[src/rtl/rau_pkg.sv]
`timescale 1ns / 1ps
// ----------------------------------------------------------------------------
// rau_pkg
// Shared types and constants for the rational arithmetic unit.
// ----------------------------------------------------------------------------
package rau_pkg;

  // Bound on the reduced numerator and denominator
  localparam int unsigned RAU_WIDTH = 32;

  typedef enum logic [1:0] {
    OP_ADD = 2'd0,
    OP_SUB = 2'd1,
    OP_MUL = 2'd2,
    OP_DIV = 2'd3
  } rau_op_e;

  typedef enum logic [1:0] {
    ST_OK      = 2'd0,
    ST_DIV0    = 2'd1,
    ST_OVF     = 2'd2,
    ST_BAD_DEN = 2'd3
  } rau_status_e;

  // Classified item handed from the front to the back
  typedef struct packed {
    rau_op_e     op;
    logic        l_neg;
    logic [31:0] l_num;
    logic [31:0] l_den;
    logic        r_neg;
    logic [31:0] r_num;
    logic [31:0] r_den;
    rau_status_e status;
  } rau_item_t;

endpackage

[src/rtl/rau_front.sv]
`timescale 1ns / 1ps
// ----------------------------------------------------------------------------
// rau_front
// Input stage: takes one item, flags bad denominators and division by zero.
// ----------------------------------------------------------------------------
module rau_front (
  input  logic              clk_i,
  input  logic              rst_ni,
  input  logic              in_valid_i,
  output logic              in_stall_o,
  input  logic [1:0]        opcode_i,
  input  logic              left_negative_i,
  input  logic [31:0]       left_numerator_i,
  input  logic [31:0]       left_denominator_i,
  input  logic              right_negative_i,
  input  logic [31:0]       right_numerator_i,
  input  logic [31:0]       right_denominator_i,
  output logic              push_o,
  output rau_pkg::rau_item_t item_o,
  input  logic              full_i
);
  import rau_pkg::*;

  logic      vld_q, vld_d;
  rau_item_t item_q, item_d;
  logic      take;

  assign in_stall_o = vld_q && full_i;
  assign take       = in_valid_i && !in_stall_o;
  assign push_o     = vld_q && !full_i;
  assign item_o     = item_q;

  // Classify the incoming transfer
  always_comb begin
    item_d        = item_q;
    item_d.op     = rau_op_e'(opcode_i);
    item_d.l_neg  = left_negative_i;
    item_d.l_num  = left_numerator_i;
    item_d.l_den  = left_denominator_i;
    item_d.r_neg  = right_negative_i;
    item_d.r_num  = right_numerator_i;
    item_d.r_den  = right_denominator_i;
    if (left_denominator_i == '0 || right_denominator_i == '0) begin
      item_d.status = ST_BAD_DEN;
    end else if (rau_op_e'(opcode_i) == OP_DIV && right_numerator_i == '0) begin
      item_d.status = ST_DIV0;
    end else begin
      item_d.status = ST_OK;
    end
  end

  always_comb begin
    vld_d = vld_q;
    if (push_o) vld_d = 1'b0;
    if (take)   vld_d = 1'b1;
  end

  always_ff @(posedge clk_i or negedge rst_ni) begin
    if (!rst_ni) begin
      vld_q <= 1'b0;
    end else begin
      vld_q <= vld_d;
    end
  end

  // Hold the item until the queue takes it
  always_ff @(posedge clk_i) begin
    if (take) item_q <= item_d;
  end

endmodule

[config.mk]
export PLATFORM = sky130hd
export DESIGN_NAME = rau_front
export DESIGN_NICKNAME = d
export VERILOG_FILES = /design/src/rtl/rau_pkg.sv /design/src/rtl/rau_front.sv
export SDC_FILE = /design/constraint.sdc
export NUM_CORES = 1
export LEC_CHECK = 0
export ABC_AREA = 1
export BUFFER_PORTS_ARGS = -buffer_cell sky130_fd_sc_hd__buf_2
export CAP_MARGIN = 5
export CORE_MARGIN = 3
export CORE_UTILIZATION = 46
export DETAILED_ROUTE_END_ITERATION = 8
export GPL_ROUTABILITY_DRIVEN = 0
export HOLD_SLACK_MARGIN = 0.12
export PLACE_DENSITY = 0.86
export SKIP_CTS_REPAIR_TIMING = 1
export SYNTH_ARGS = -nofsm -noshare
export SYNTH_HDL_FRONTEND = slang
export SYNTH_SLANG_ARGS = --single-unit
[constraint.sdc]
create_clock -name clk_i -period 20.5 [get_ports clk_i]
set_input_delay 3.075 -clock clk_i [delete_from_list [all_inputs] [get_ports clk_i]]
set_output_delay 3.075 -clock clk_i [all_outputs]
set_load 0.01 [all_outputs]
==> impl_results.md <==
* Number of synthesized flops with an enable pin at 134
* Largest cells by area after synthesis: edfxtp_1 (90%), nor2_1 (4.4%), nand2_1 (1.4%)
* DRC Markers at 0
* Hold Crit Class: flop to flop
* Area Growth Syn to Fin at 48.81%
* Total Power at 697.5 uW
* CP Data Arrival Time at 3490 ps
* Most common cell in the netlist: edfxtp_1
* Root Buffer: clkbuf_8
* IO Port Bufs at 271
* Final hold viol count at 0
* Syn avg cell area at 19.15 um^2
* CTS buffer count at 17
* DP HPWL at slightly below 9000 um
* CTS tree: done
* Critical path peak fanout at 2
* Max_slew headroom at 0.3970
* Placed Cells incl. Taps at 635
* Final worst-path cycle share at 0.3200
* Synth cell types at 11
* CTS clk-pin slew, worst paths at 60 ps
* Setup crit start kind: input pin
* Total wire length at about 11,000 um
* Main synth FF type: edfxtp_1
* Final setup violation count at 0
* Core area at 0.009328 mm^2
* Leak at 0.002889 uW
* CP bufs+invs at 3
* Async SR Flop Fraction at 0.007407
* Mapped Nets at between 300 and 400
* Yosys reg bits at 135
* Outcome: finished clean
* 1st-iter DRT viols at 147
* Post-Syn Instances at 233
* Most instantiated cells after synthesis: edfxtp_1 (134), nor2_1 (52), nand2_1 (17), inv_1 (12), nand4_1 (6)
* Die Y at 104.5 um
* Worst Tran Pin Value at 904.5 ps
* Routed Antenna Nets at 0
* Synth warnings at 0
* Power Density at 105.0 mW/mm^2
* Drt pass-1 iters at 4
* Synth area leader: edfxtp_1
* Most frequent CP cell: buf_2
* Max incr delay on CP at ~150 ps
* CTS Sinks at 135
* Post-layout util at 0.7120
* Reg2Reg Setup Slack at 18,760 ps
* Vias/cell at 4.663
* Die area at 0.01092 mm^2
* Sequential area share after synthesis at 0.9072
* Worst-Skew Late Latency at a little under 500 ps
* Avg WL per Cell at about 17 um
* Tmin final at between 6000 and 7000 ps
* Area share of the leading cell type in the synthesized netlist at 0.9016
* RSZ-0062 raised after global routing: false
* Vias at roughly 3,100
* Final non-filler cell total at 667
* Crit-path cells: buf_2 > nand2_1 > inv_1 > buf_2
* Setup TNS at 0 ps
* Slowest CP cell: buf_2
* Clock Path Buffers at 2
* Layout cell share with drive strength beyond 1 at 0.5754
* Max-Cap Viols at 0
* First-pass GRT wire length at 16,990 um
* CTS H-tree depth at 4
* FP Rows at 35
* Critical path's top delay family: buffers and inverters
* Final Max Tran Viols at 0
* Initial Util at 0.4785
* Required time of the critical path at 17,430 ps
* Setup ws final at 13,940 ps
* CP Capture Type: output port
* Fmax at between 150 and 200 MHz
* Worst slack at placement at 13,940 ps
* WS Path Type: input pin to output port
* Nets@finish at 661
* Final global-route overflow total at 0
* GRT Resource Usage Total at 0.2064
* Initial antenna violation count at 1
* Peak VDD IR at approximately 0.07 mV
* Largest net degree at the start of global routing at 73
* I/O Pins at between 200 and 300
* Cell area after synthesis at 0.004463 mm^2
* Number of global-route vias before repair at 3,317
* Fin Clk Skew at between 10 and 15 ps
* Chip width at 104.5 um
-- power by group --
part | switching, uW | internal [uW]
Combinational | 28.6 | 20.2
Clock | 112 | 211
Sequential | 3.55 | 322
Total | 144 | 553
-- state kept, by name (all words and copies together), names as in the netlist --
name	count
item_o	134
vld_q	1
-- path summary, 6_finish.rpt --
| path | to | cells after the start | startpoint |
|---|---|---|---|
| setup reg to reg | item_o[103]$_DFFE_PP_ | 4 | vld_q$_DFFE_PN0P_ |
| hold / removal | vld_q$_DFFE_PN0P_ | 2 | vld_q$_DFFE_PN0P_ |
| setup / recovery | in_stall_o | 4 | full_i |
| max in group asynchronous | vld_q$_DFFE_PN0P_ | 1 | rst_ni |
| hold reg to reg | vld_q$_DFFE_PN0P_ | 2 | vld_q$_DFFE_PN0P_ |
| min in group asynchronous | vld_q$_DFFE_PN0P_ | 1 | rst_ni |
-- cell type report --
| cell class | count | area [um^2] |
|---|---|---|
| flip-flops and latches | 135 | 4049 |
| repair buffers | 273 | 1371 |
| clock inverters | 14 | 221.5 |
| inverters | 12 | 45.04 |
| fillers | 633 | 2686 |
| diodes | 1 | 2.502 |
| multi-input cells | 86 | 376.6 |
| clock buffers | 17 | 414.1 |
| well taps | 129 | 161.4 |
-- worst reg2reg max path, stage by stage, from the launching register on --
cell     delay, ps
dfrtp_1        370
nand2_1         70
inv_1           80
nor2_4          90
buf_4          700
-- logic make-up (layout without fill, tap and decap cells) --
family                 after synthesis  in the layout  share of synthesized area
flip-flops                         135            135                     0.9072
buffers and inverters               12            316                    0.01009
other                                0              1                          0
AND/OR/NAND/NOR                     86             86                    0.08270
-- cells in the final DEF, fill, tap and decap left out, drive strengths merged --
cell type,count
and2,5
nand4,7
clkinv,2
inv,16
bufinv,5
nand3,2
nor2,55
buf,273
clkinvlp,3
dfrtp,1
clkbuf,17
diode,1
nand2,17
edfxtp,134
-- per-layer routing --
metal  vias up  track usage  part of all wire
met1      1470       0.1998              0.33
met4         0      0.08357             0.022
met3        18      0.08256             0.095
li1       1443            -                 -
met5         -            0                 0
met2       179       0.3851              0.56
-- stage by stage --
stage,hold slack (ps),area (um^2)
final,486.9,6641
after global routing,523.9,6641
after CTS,490.7,6639
after detailed placement,477.6,6003
after global placement,472.7,6003
after floorplan,455.7,4463
Power figures use the tool's default switching activity.
