==> config.mk <==
export PLATFORM = sky130hd
export DESIGN_NAME = rau_fifo
export DESIGN_NICKNAME = d
export VERILOG_FILES = /design/src/rtl/rau_pkg.sv /design/src/rtl/rau_fifo.sv
export SDC_FILE = /design/constraint.sdc
export NUM_CORES = 1
export LEC_CHECK = 0
export BUFFER_PORTS_ARGS = -buffer_cell sky130_fd_sc_hd__buf_2
export CELL_PAD_IN_SITES_DETAIL_PLACEMENT = 1
export CELL_PAD_IN_SITES_GLOBAL_PLACEMENT = 1
export CORE_UTILIZATION = 48
export CTS_CLUSTER_DIAMETER = 80
export DETAILED_ROUTE_END_ITERATION = 7
export PLACE_DENSITY_LB_ADDON = 0.1
export SYNTH_ARGS = -nofsm -noshare
export SYNTH_HDL_FRONTEND = slang
export SYNTH_SLANG_ARGS = --single-unit
==> constraint.sdc <==
create_clock -name clk_i -period 17 [get_ports clk_i]
set_input_delay 3.4 -clock clk_i [delete_from_list [all_inputs] [get_ports clk_i]]
set_output_delay 3.4 -clock clk_i [all_outputs]
set_load 0.05 [all_outputs]
==> src/rtl/rau_pkg.sv <==
`timescale 1ns / 1ps
// ----------------------------------------------------------------------------
// rau_pkg
// Shared types and constants for the rational arithmetic unit.
// ----------------------------------------------------------------------------
package rau_pkg;

  // Bound on the reduced numerator and denominator
  localparam int unsigned RAU_WIDTH = 32;

  typedef enum logic [1:0] {
    OP_ADD = 2'd0,
    OP_SUB = 2'd1,
    OP_MUL = 2'd2,
    OP_DIV = 2'd3
  } rau_op_e;

  typedef enum logic [1:0] {
    ST_OK      = 2'd0,
    ST_DIV0    = 2'd1,
    ST_OVF     = 2'd2,
    ST_BAD_DEN = 2'd3
  } rau_status_e;

  // Classified item handed from the front to the back
  typedef struct packed {
    rau_op_e     op;
    logic        l_neg;
    logic [31:0] l_num;
    logic [31:0] l_den;
    logic        r_neg;
    logic [31:0] r_num;
    logic [31:0] r_den;
    rau_status_e status;
  } rau_item_t;

endpackage

==> src/rtl/rau_fifo.sv <==
`timescale 1ns / 1ps
// ----------------------------------------------------------------------------
// rau_fifo
// Two-entry queue of classified items between front and back.
// ----------------------------------------------------------------------------
module rau_fifo (
  input  logic               clk_i,
  input  logic               rst_ni,
  input  logic               push_i,
  input  rau_pkg::rau_item_t din_i,
  output logic               full_o,
  input  logic               pop_i,
  output logic               empty_o,
  output rau_pkg::rau_item_t dout_o
);
  import rau_pkg::*;

  rau_item_t  mem_q [2];
  logic       wr_q, rd_q;
  logic [1:0] cnt_q;

  assign full_o  = cnt_q == 2'd2;
  assign empty_o = cnt_q == 2'd0;
  assign dout_o  = mem_q[rd_q];

  // Advance pointers and fill count
  always_ff @(posedge clk_i or negedge rst_ni) begin
    if (!rst_ni) begin
      wr_q  <= 1'b0;
      rd_q  <= 1'b0;
      cnt_q <= 2'd0;
    end else begin
      if (push_i) wr_q <= !wr_q;
      if (pop_i)  rd_q <= !rd_q;
      if (push_i && !pop_i)      cnt_q <= cnt_q + 2'd1;
      else if (pop_i && !push_i) cnt_q <= cnt_q - 2'd1;
    end
  end

  always_ff @(posedge clk_i) begin
    if (push_i) mem_q[wr_q] <= din_i;
  end

endmodule

==> qor.csv, run 1 <==
stage,metric,value,unit
sta,total negative slack,0,ps
setup_path,crit end category,primary output,
floorplan,IO Count,274,
pwr,Comb power frac,39.4,%
route,via count,5045,
sta,min Tclk post-route,6690,ps
sta,Max Slew Vio Count,0,
synth,Cells after Synth,433,
global_route,largest net degree at the start of global routing,77,
sta,final hold viol count,0,
pwr,PD cells,202,mW/mm^2
pwr,switching pwr,1.01,mW
clocking,CTS tree,done,
place,post-DP HPWL,13400,um
finish,share of cells above drive strength 1,60.3,%
setup_path,Setup crit start kind,flop,
place,dpl cells,965,
synth,count of different cell masters after synthesis,13,
synth,Synth Register Bits,272,
synth,Yosys top cell area share,80.1,%
finish,Final Non-Filler Cells,1019,
finish,"commonest cells after routing, fill and taps aside","buf_2 (273), edfxtp_1 (268), mux2_2 (84)",
sta,slew margin rel.,29.0,%
floorplan,Die Wd,147,um
setup_path,crit path DAT,3280,ps
pwr,power share of the sequential group,37.9,%
finish,area grow syn2layout,25.0,%
pwr,VDD IR max,0.000123,V
setup_path,Setup CP Type,reg2out,
setup_path,worst path required time,13600,ps
clocking,htree depth,1,
sta,period utilization,39.3,%
finish,fin util,61.7,%
clocking,# Post-CTS Setup Buffers,0,
pwr,Int Power,1.52,mW
route,DRC viols,0,
sta,Layout Skew,9.34,ps
min_path,worst min-delay path class,reg2reg,
setup_path,"Max FO, Critical Path",76,
clocking,Worst-path clk slew,60,ps
pwr,switching share of power,39.9,%
route,wire per inst,19.9,um
synth,synthesized area,0.0100,mm^2
global_route,global-route usage over all layers,18.8,%
floorplan,die area,0.0215,mm^2
floorplan,Rows,52,
synth,"Seq/Total Area, Yosys",81.1,%
clocking,cts bufs inserted,28,
clocking,clock sinks,272,
place,IO Port Bufs,273,
synth,Synth area leader,edfxtp_1,
clocking,Post-CTS Hold Buffers,0,
clocking,Bufs on Longest Clock Path,3,
clocking,Post-CTS Resized,0,
pwr,clock share of power,22.7,%
pwr,Pleak,4.88,nW
finish,"most common cell after layout, fill and taps aside",buf_2,
sta,final worst slack,10320,ps
route,Pre-Repair DR Iteration Count,4,
global_route,initial antenna violation count,6,
sta,Worst-Margin Slew,1070,ps
floorplan,Starting Density,49.3,%
synth,Synth area leaders,"edfxtp_1 (80%), mux2_2 (9.4%), mux2_4 (7.5%)",
synth,synthesized area per cell,23.2,um^2
synth,Ys Warns,0,
global_route,global route overflow,0,
sta,Max Clock Freq,150,MHz
place,RePlAce Congestion,0.745,
synth,syn_nets,572,
run_status,status,completed,
route,Initial DRC Count,187,
clocking,clk root buf,clkbuf_16,
route,vias per cell,4.95,
route,Total Wirelength,20300,um
flow_run,Max-Cap Viols,0,
floorplan,die extent in y,147,um
place,pre-CTS setup slack,10810,ps
global_route,first-pass GRT wire length,30900,um
finish,NumNets Final,864,
route,antenna-violating nets left,0,
clocking,worst-skew pair later-pin latency,520,ps
floorplan,core area,0.0204,mm^2
global_route,vias in the first global route,5585,
sta,setup violators final,0,
sta,RSZ-0062 raised after global routing,false,
-- power groups by stage --
stage | clock network [mW] | registers (mW) | logic, mW
2_1_floorplan | 0 | 0.949 | 0.844
3_3_place_gp | 0 | 0.965 | 0.996
3_5_place_dp | 0 | 0.976 | 1.01
4_1_cts | 0.593 | 0.964 | 1.01
5_1_grt | 0.615 | 0.977 | 1.04
6_report | 0.575 | 0.959 | 0.997
-- cell usage after synthesis --
| cell | instances |
|---|---|
| edfxtp_1 | 268 |
| mux2_2 | 84 |
| mux2_4 | 50 |
| buf_2 | 8 |
| buf_6 | 7 |
| dfrtp_1 | 4 |
| xor2_1 | 4 |
| nor2_1 | 2 |
| nor2b_1 | 2 |
| and2_1 | 1 |
| ha_1 | 1 |
| inv_1 | 1 |
| xnor2_1 | 1 |
-- cell type report --
class	instances	area, um^2
clock buffer	35	748
multi-input combinational	145	1790
tap	270	338
sequential	272	8150
clock inverter	16	125
antenna	3	7.51
fill	1847	7800
timing repair buffer	277	1400
inverter	1	3.75
-- through the flow --
step	hold WS, ps	total power, mW	area, um^2
2_1_floorplan	455	1.79	10000
3_3_place_gp	476	1.96	11700
3_5_place_dp	501	1.98	11700
4_1_cts	511	2.57	12600
5_1_grt	533	2.63	12600
6_report	500	2.53	12600
-- state kept, by name, indices dropped and copies added, names as in the netlist --
register	cells
mem_q	268
cnt_q	2
rd_q	1
wr_q	1
-- kinds of logic (layout without fill, tap and decap cells) --
family / after synthesis / in the layout / synth area share, %
xor gates and xnor gates: 5 / 5 / 0.436
buffers and inverters: 16 / 329 / 1.22
adders and majority gates: 1 / 1 / 0.124
muxes: 134 / 134 / 16.9
other: 0 / 3 / 0
DFF: 272 / 272 / 81.1
and+or+nand+nor: 5 / 5 / 0.262
-- critical path, cell delays in order, from the launching register on --
cell and delay [ps]:
dfrtp_4 1080, buf_4 950, mux2_2 430, buf_2 220
-- routing by layer --
layer / vias to the layer above / GRT usage [%] / wire length [um]
li1: 2311 / - / -
met1: 2496 / 21.6 / 7500
met2: 202 / 33.0 / 10600
met3: 32 / 6.34 / 1820
met4: 4 / 5.57 / 328
met5: - / 0 / 22
-- path summary, 6_finish.rpt --
kind                       cells past startpoint  slack, ps      from       endpoint
max                                            3      10320      rd_q    dout_o[126]
max reg2reg                                    2      14510      wr_q  mem_q[1][105]
min                                            1        500  cnt_q[1]       cnt_q[1]
min in group asynchronous                      1       2670    rst_ni       cnt_q[1]
max in group asynchronous                      1      14190    rst_ni           rd_q
min reg2reg                                    1        500  cnt_q[1]       cnt_q[1]
No activity file was read; power rests on OpenSTA's default activity.
==> inputs of run 2 (changes only) <==
- ABC_AREA: default -> 1
- CORE_UTILIZATION: 48 -> 44
- clock period: 17 -> 6.4 ns (I/O delays scaled with it)
==> qor.csv, run 2 <==
stage,metric,value,unit,change
run_status,status,completed,,unchanged
sta,period utilization,63.5,%,
synth,Yosys top cell area share,79.9,%,was 80.1%
finish,area grow syn2layout,25.9,%,was 25.0%
pwr,Pleak,4.95,nW,was 4.88 nW
sta,final hold viol count,0,,unchanged
global_route,global-route usage over all layers,17.3,%,was 18.8%
finish,max FFs per register,268,,unchanged
global_route,largest net degree at the start of global routing,87,,was 77
route,Pre-Repair DR Iteration Count,4,,unchanged
flow_run,Max-Cap Viols,0,,unchanged
synth,Synth Register Bits,272,,unchanged
route,antenna-violating nets left,0,,unchanged
pwr,VDD IR max,0.000342,V,was 0.000123 V
synth,Cells after Synth,442,,was 433
sta,Max Slew Vio Count,0,,unchanged
sta,Worst-Margin Slew,984,ps,was 1070 ps
finish,"most common cell after layout, fill and taps aside",buf_2,,unchanged
floorplan,die extent in y,153,um,was 147 um
synth,Synth area leaders,"edfxtp_1 (80%), mux2_2 (9.4%), mux2_4 (7.5%)",,unchanged
setup_path,worst flop-to-flop path startpoint,wr_q,,unchanged
floorplan,Rows,54,,was 52
pwr,PD cells,537,mW/mm^2,was 202 mW/mm^2
place,RePlAce Congestion,0.776,,was 0.745
setup_path,Register-to-Register Path Depth,3,,was 2
synth,most frequent cells after synthesis,"edfxtp_1 (268), mux2_2 (84), mux2_4 (50), buf_2 (8)",,"was edfxtp_1 (268), mux2_2 (84), mux2_4 (50), buf_2 (8), buf_6 (7)"
setup_path,crit path from,rd_q,,unchanged
synth,Async SR Flop Fraction,1.47,%,unchanged
synth,syn_nets,581,,was 572
global_route,first-pass GRT wire length,31200,um,was 30900 um
route,DRC viols,0,,unchanged
clocking,Bufs on Longest Clock Path,3,,unchanged
clocking,Post-CTS Resized,0,,unchanged
finish,share of cells above drive strength 1,60.1,%,was 60.3%
setup_path,slowest CP cell,dfrtp_4,,unchanged
clocking,clock sinks,272,,unchanged
finish,Biggest register,mem_q,,unchanged
sta,final worst slack,2340,ps,was 10320 ps
synth,Synth area leader,edfxtp_1,,unchanged
setup_path,worst-path cell chain,"buf_12, mux2_2, buf_2",,"was buf_4, mux2_2, buf_2"
route,via count,5123,,was 5045
route,Total Wirelength,20700,um,was 20300 um
floorplan,Starting Density,45.4,%,was 49.3%
setup_path,r2r setup slk,4100,ps,was 14510 ps
synth,Ys Warns,0,,unchanged
finish,Fillers,2026,,was 1847
sta,min Tclk post-route,4060,ps,
clocking,htree depth,1,,unchanged
setup_path,worst path required time,5120,ps,was 13600 ps
synth,"Seq/Total Area, Yosys",80.9,%,was 81.1%
clocking,# Post-CTS Setup Buffers,0,,unchanged
synth,synthesized area per cell,22.8,um^2,was 23.2 um^2
route,wire per inst,19.8,um,was 19.9 um
min_path,worst hold start,cnt_q[1],,unchanged
route,vias per cell,4.90,,was 4.95
global_route,initial antenna violation count,11,,was 6
setup_path,Setup crit start kind,flop,,unchanged
sta,RSZ-0062 raised after global routing,false,,unchanged
sta,Max Clock Freq,246,MHz,
global_route,global route overflow,0,,unchanged
floorplan,Die Wd,153,um,was 147 um
clocking,CTS tree,done,,unchanged
clocking,cts bufs inserted,30,,was 28
setup_path,crit end category,primary output,,unchanged
sta,setup violators final,0,,unchanged
finish,fin util,57.2,%,was 61.7%
synth,number of flops mapped to enable cells by yosys,268,,unchanged
setup_path,Setup CP Type,reg2out,,unchanged
finish,biggest regs,"mem_q (268), cnt_q (2)",,unchanged
global_route,vias in the first global route,5610,,was 5585
place,post-DP HPWL,13800,um,was 13400 um
clocking,Worst-path clk slew,60,ps,about the same
setup_path,crit path DAT,2780,ps,was 3280 ps
setup_path,end point of the critical path,dout_o[33],,was dout_o[126]
sta,slew margin rel.,34.4,%,was 29.0%
synth,most frequent cell after synthesis,edfxtp_1,,unchanged
finish,NumNets Final,875,,was 864
synth,"Top FF cell, synth",edfxtp_1,,unchanged
floorplan,die area,0.0235,mm^2,was 0.0215 mm^2
clocking,worst-skew pair later-pin latency,530,ps,was 520 ps
finish,"commonest cells after routing, fill and taps aside","buf_2 (273), edfxtp_1 (268), mux2_2 (84)",,unchanged
sta,Layout Skew,6.92,ps,was 9.34 ps
synth,synthesized area,0.0101,mm^2,was 0.0100 mm^2
clocking,Post-CTS Hold Buffers,0,,unchanged
sta,total negative slack,0,ps,unchanged
finish,Multi-input gate area,0.00178,mm^2,was 0.00179 mm^2
min_path,worst min-delay path class,reg2reg,,unchanged
setup_path,RR Endpoint,mem_q[1][45],,was mem_q[1][105]
floorplan,IO Count,274,,unchanged
finish,sequential cell area,0.00815,mm^2,unchanged
setup_path,Max stage delay on crit path,1060,ps,was 1080 ps
place,IO Port Bufs,273,,unchanged
route,Initial DRC Count,224,,was 187
setup_path,"Max FO, Critical Path",68,,was 76
floorplan,core area,0.0222,mm^2,was 0.0204 mm^2
clocking,clk root buf,clkbuf_16,,unchanged
place,pre-CTS setup slack,2870,ps,was 10810 ps
synth,count of different cell masters after synthesis,14,,was 13
run 2: logic make-up after synthesis:
group / count (synthesis) / share of synthesized area [%]
buffers and inverters: 22 / 1.44
flip-flops: 272 / 80.9
adder cells (fa/ha/maj): 1 / 0.124
AND/OR/NAND/NOR: 10 / 0.410
XOR/XNOR: 3 / 0.261
multiplexers: 134 / 16.8
run 2: how the worst min path moves through the flow:
stage / to / slack (ps) / cells past startpoint
4_1_cts: cnt_q[1] / 530 / 1
3_5_place_dp: cnt_q[1] / 520 / 2
6_report: cnt_q[1] / 530 / 2
2_1_floorplan: cnt_q[1] / 460 / 2
3_3_place_gp: cnt_q[1] / 480 / 2
5_1_grt: rd_q / 540 / 1
run 2: power by group:
group	switching (mW)	leakage [nW]	internal, mW
Combinational	1.89	1.92	0.767
Sequential	0.174	2.56	2.37
Clock	0.645	0.468	0.963
Total	2.71	4.95	4.10
run 2: per-stage QoR:
step	hold WS [ps]	cell area [um^2]	cells	total power, mW
after floorplan	463	10100	442	4.74
after global placement	482	11700	984	5.22
after detailed placement	524	11700	984	5.27
after CTS	528	12700	1040	6.90
after global routing	540	12700	1044	7.05
final	527	12700	1045	6.81
run 2: layout make-up:
class / instances / area share, %
antenna: 5 / 0.0987
sequential: 272 / 64.3
inverter: 7 / 0.247
timing repair buffer: 277 / 11.1
multi-input combinational: 148 / 14.1
clock inverter: 18 / 1.11
tap: 280 / 2.76
clock buffer: 38 / 6.32
run 2: layer usage:
| layer | track usage (%) | up-vias | routed length (um) | part of all wire, % |
|---|---|---|---|---|
| li1 | - | 2348 | - | - |
| met1 | 18.9 | 2520 | 7680 | 37 |
| met2 | 30.8 | 190 | 10600 | 51 |
| met3 | 6.24 | 53 | 1650 | 8.0 |
| met4 | 6.49 | 12 | 629 | 3.0 |
| met5 | 0 | - | 72 | 0.35 |
run 2: worst max-delay path: cells and delay by family (launching register included):
kind                   cells  cell delay [ps]
buffers and inverters      2              700
flip-flops                 1             1060
multiplexers               1              400
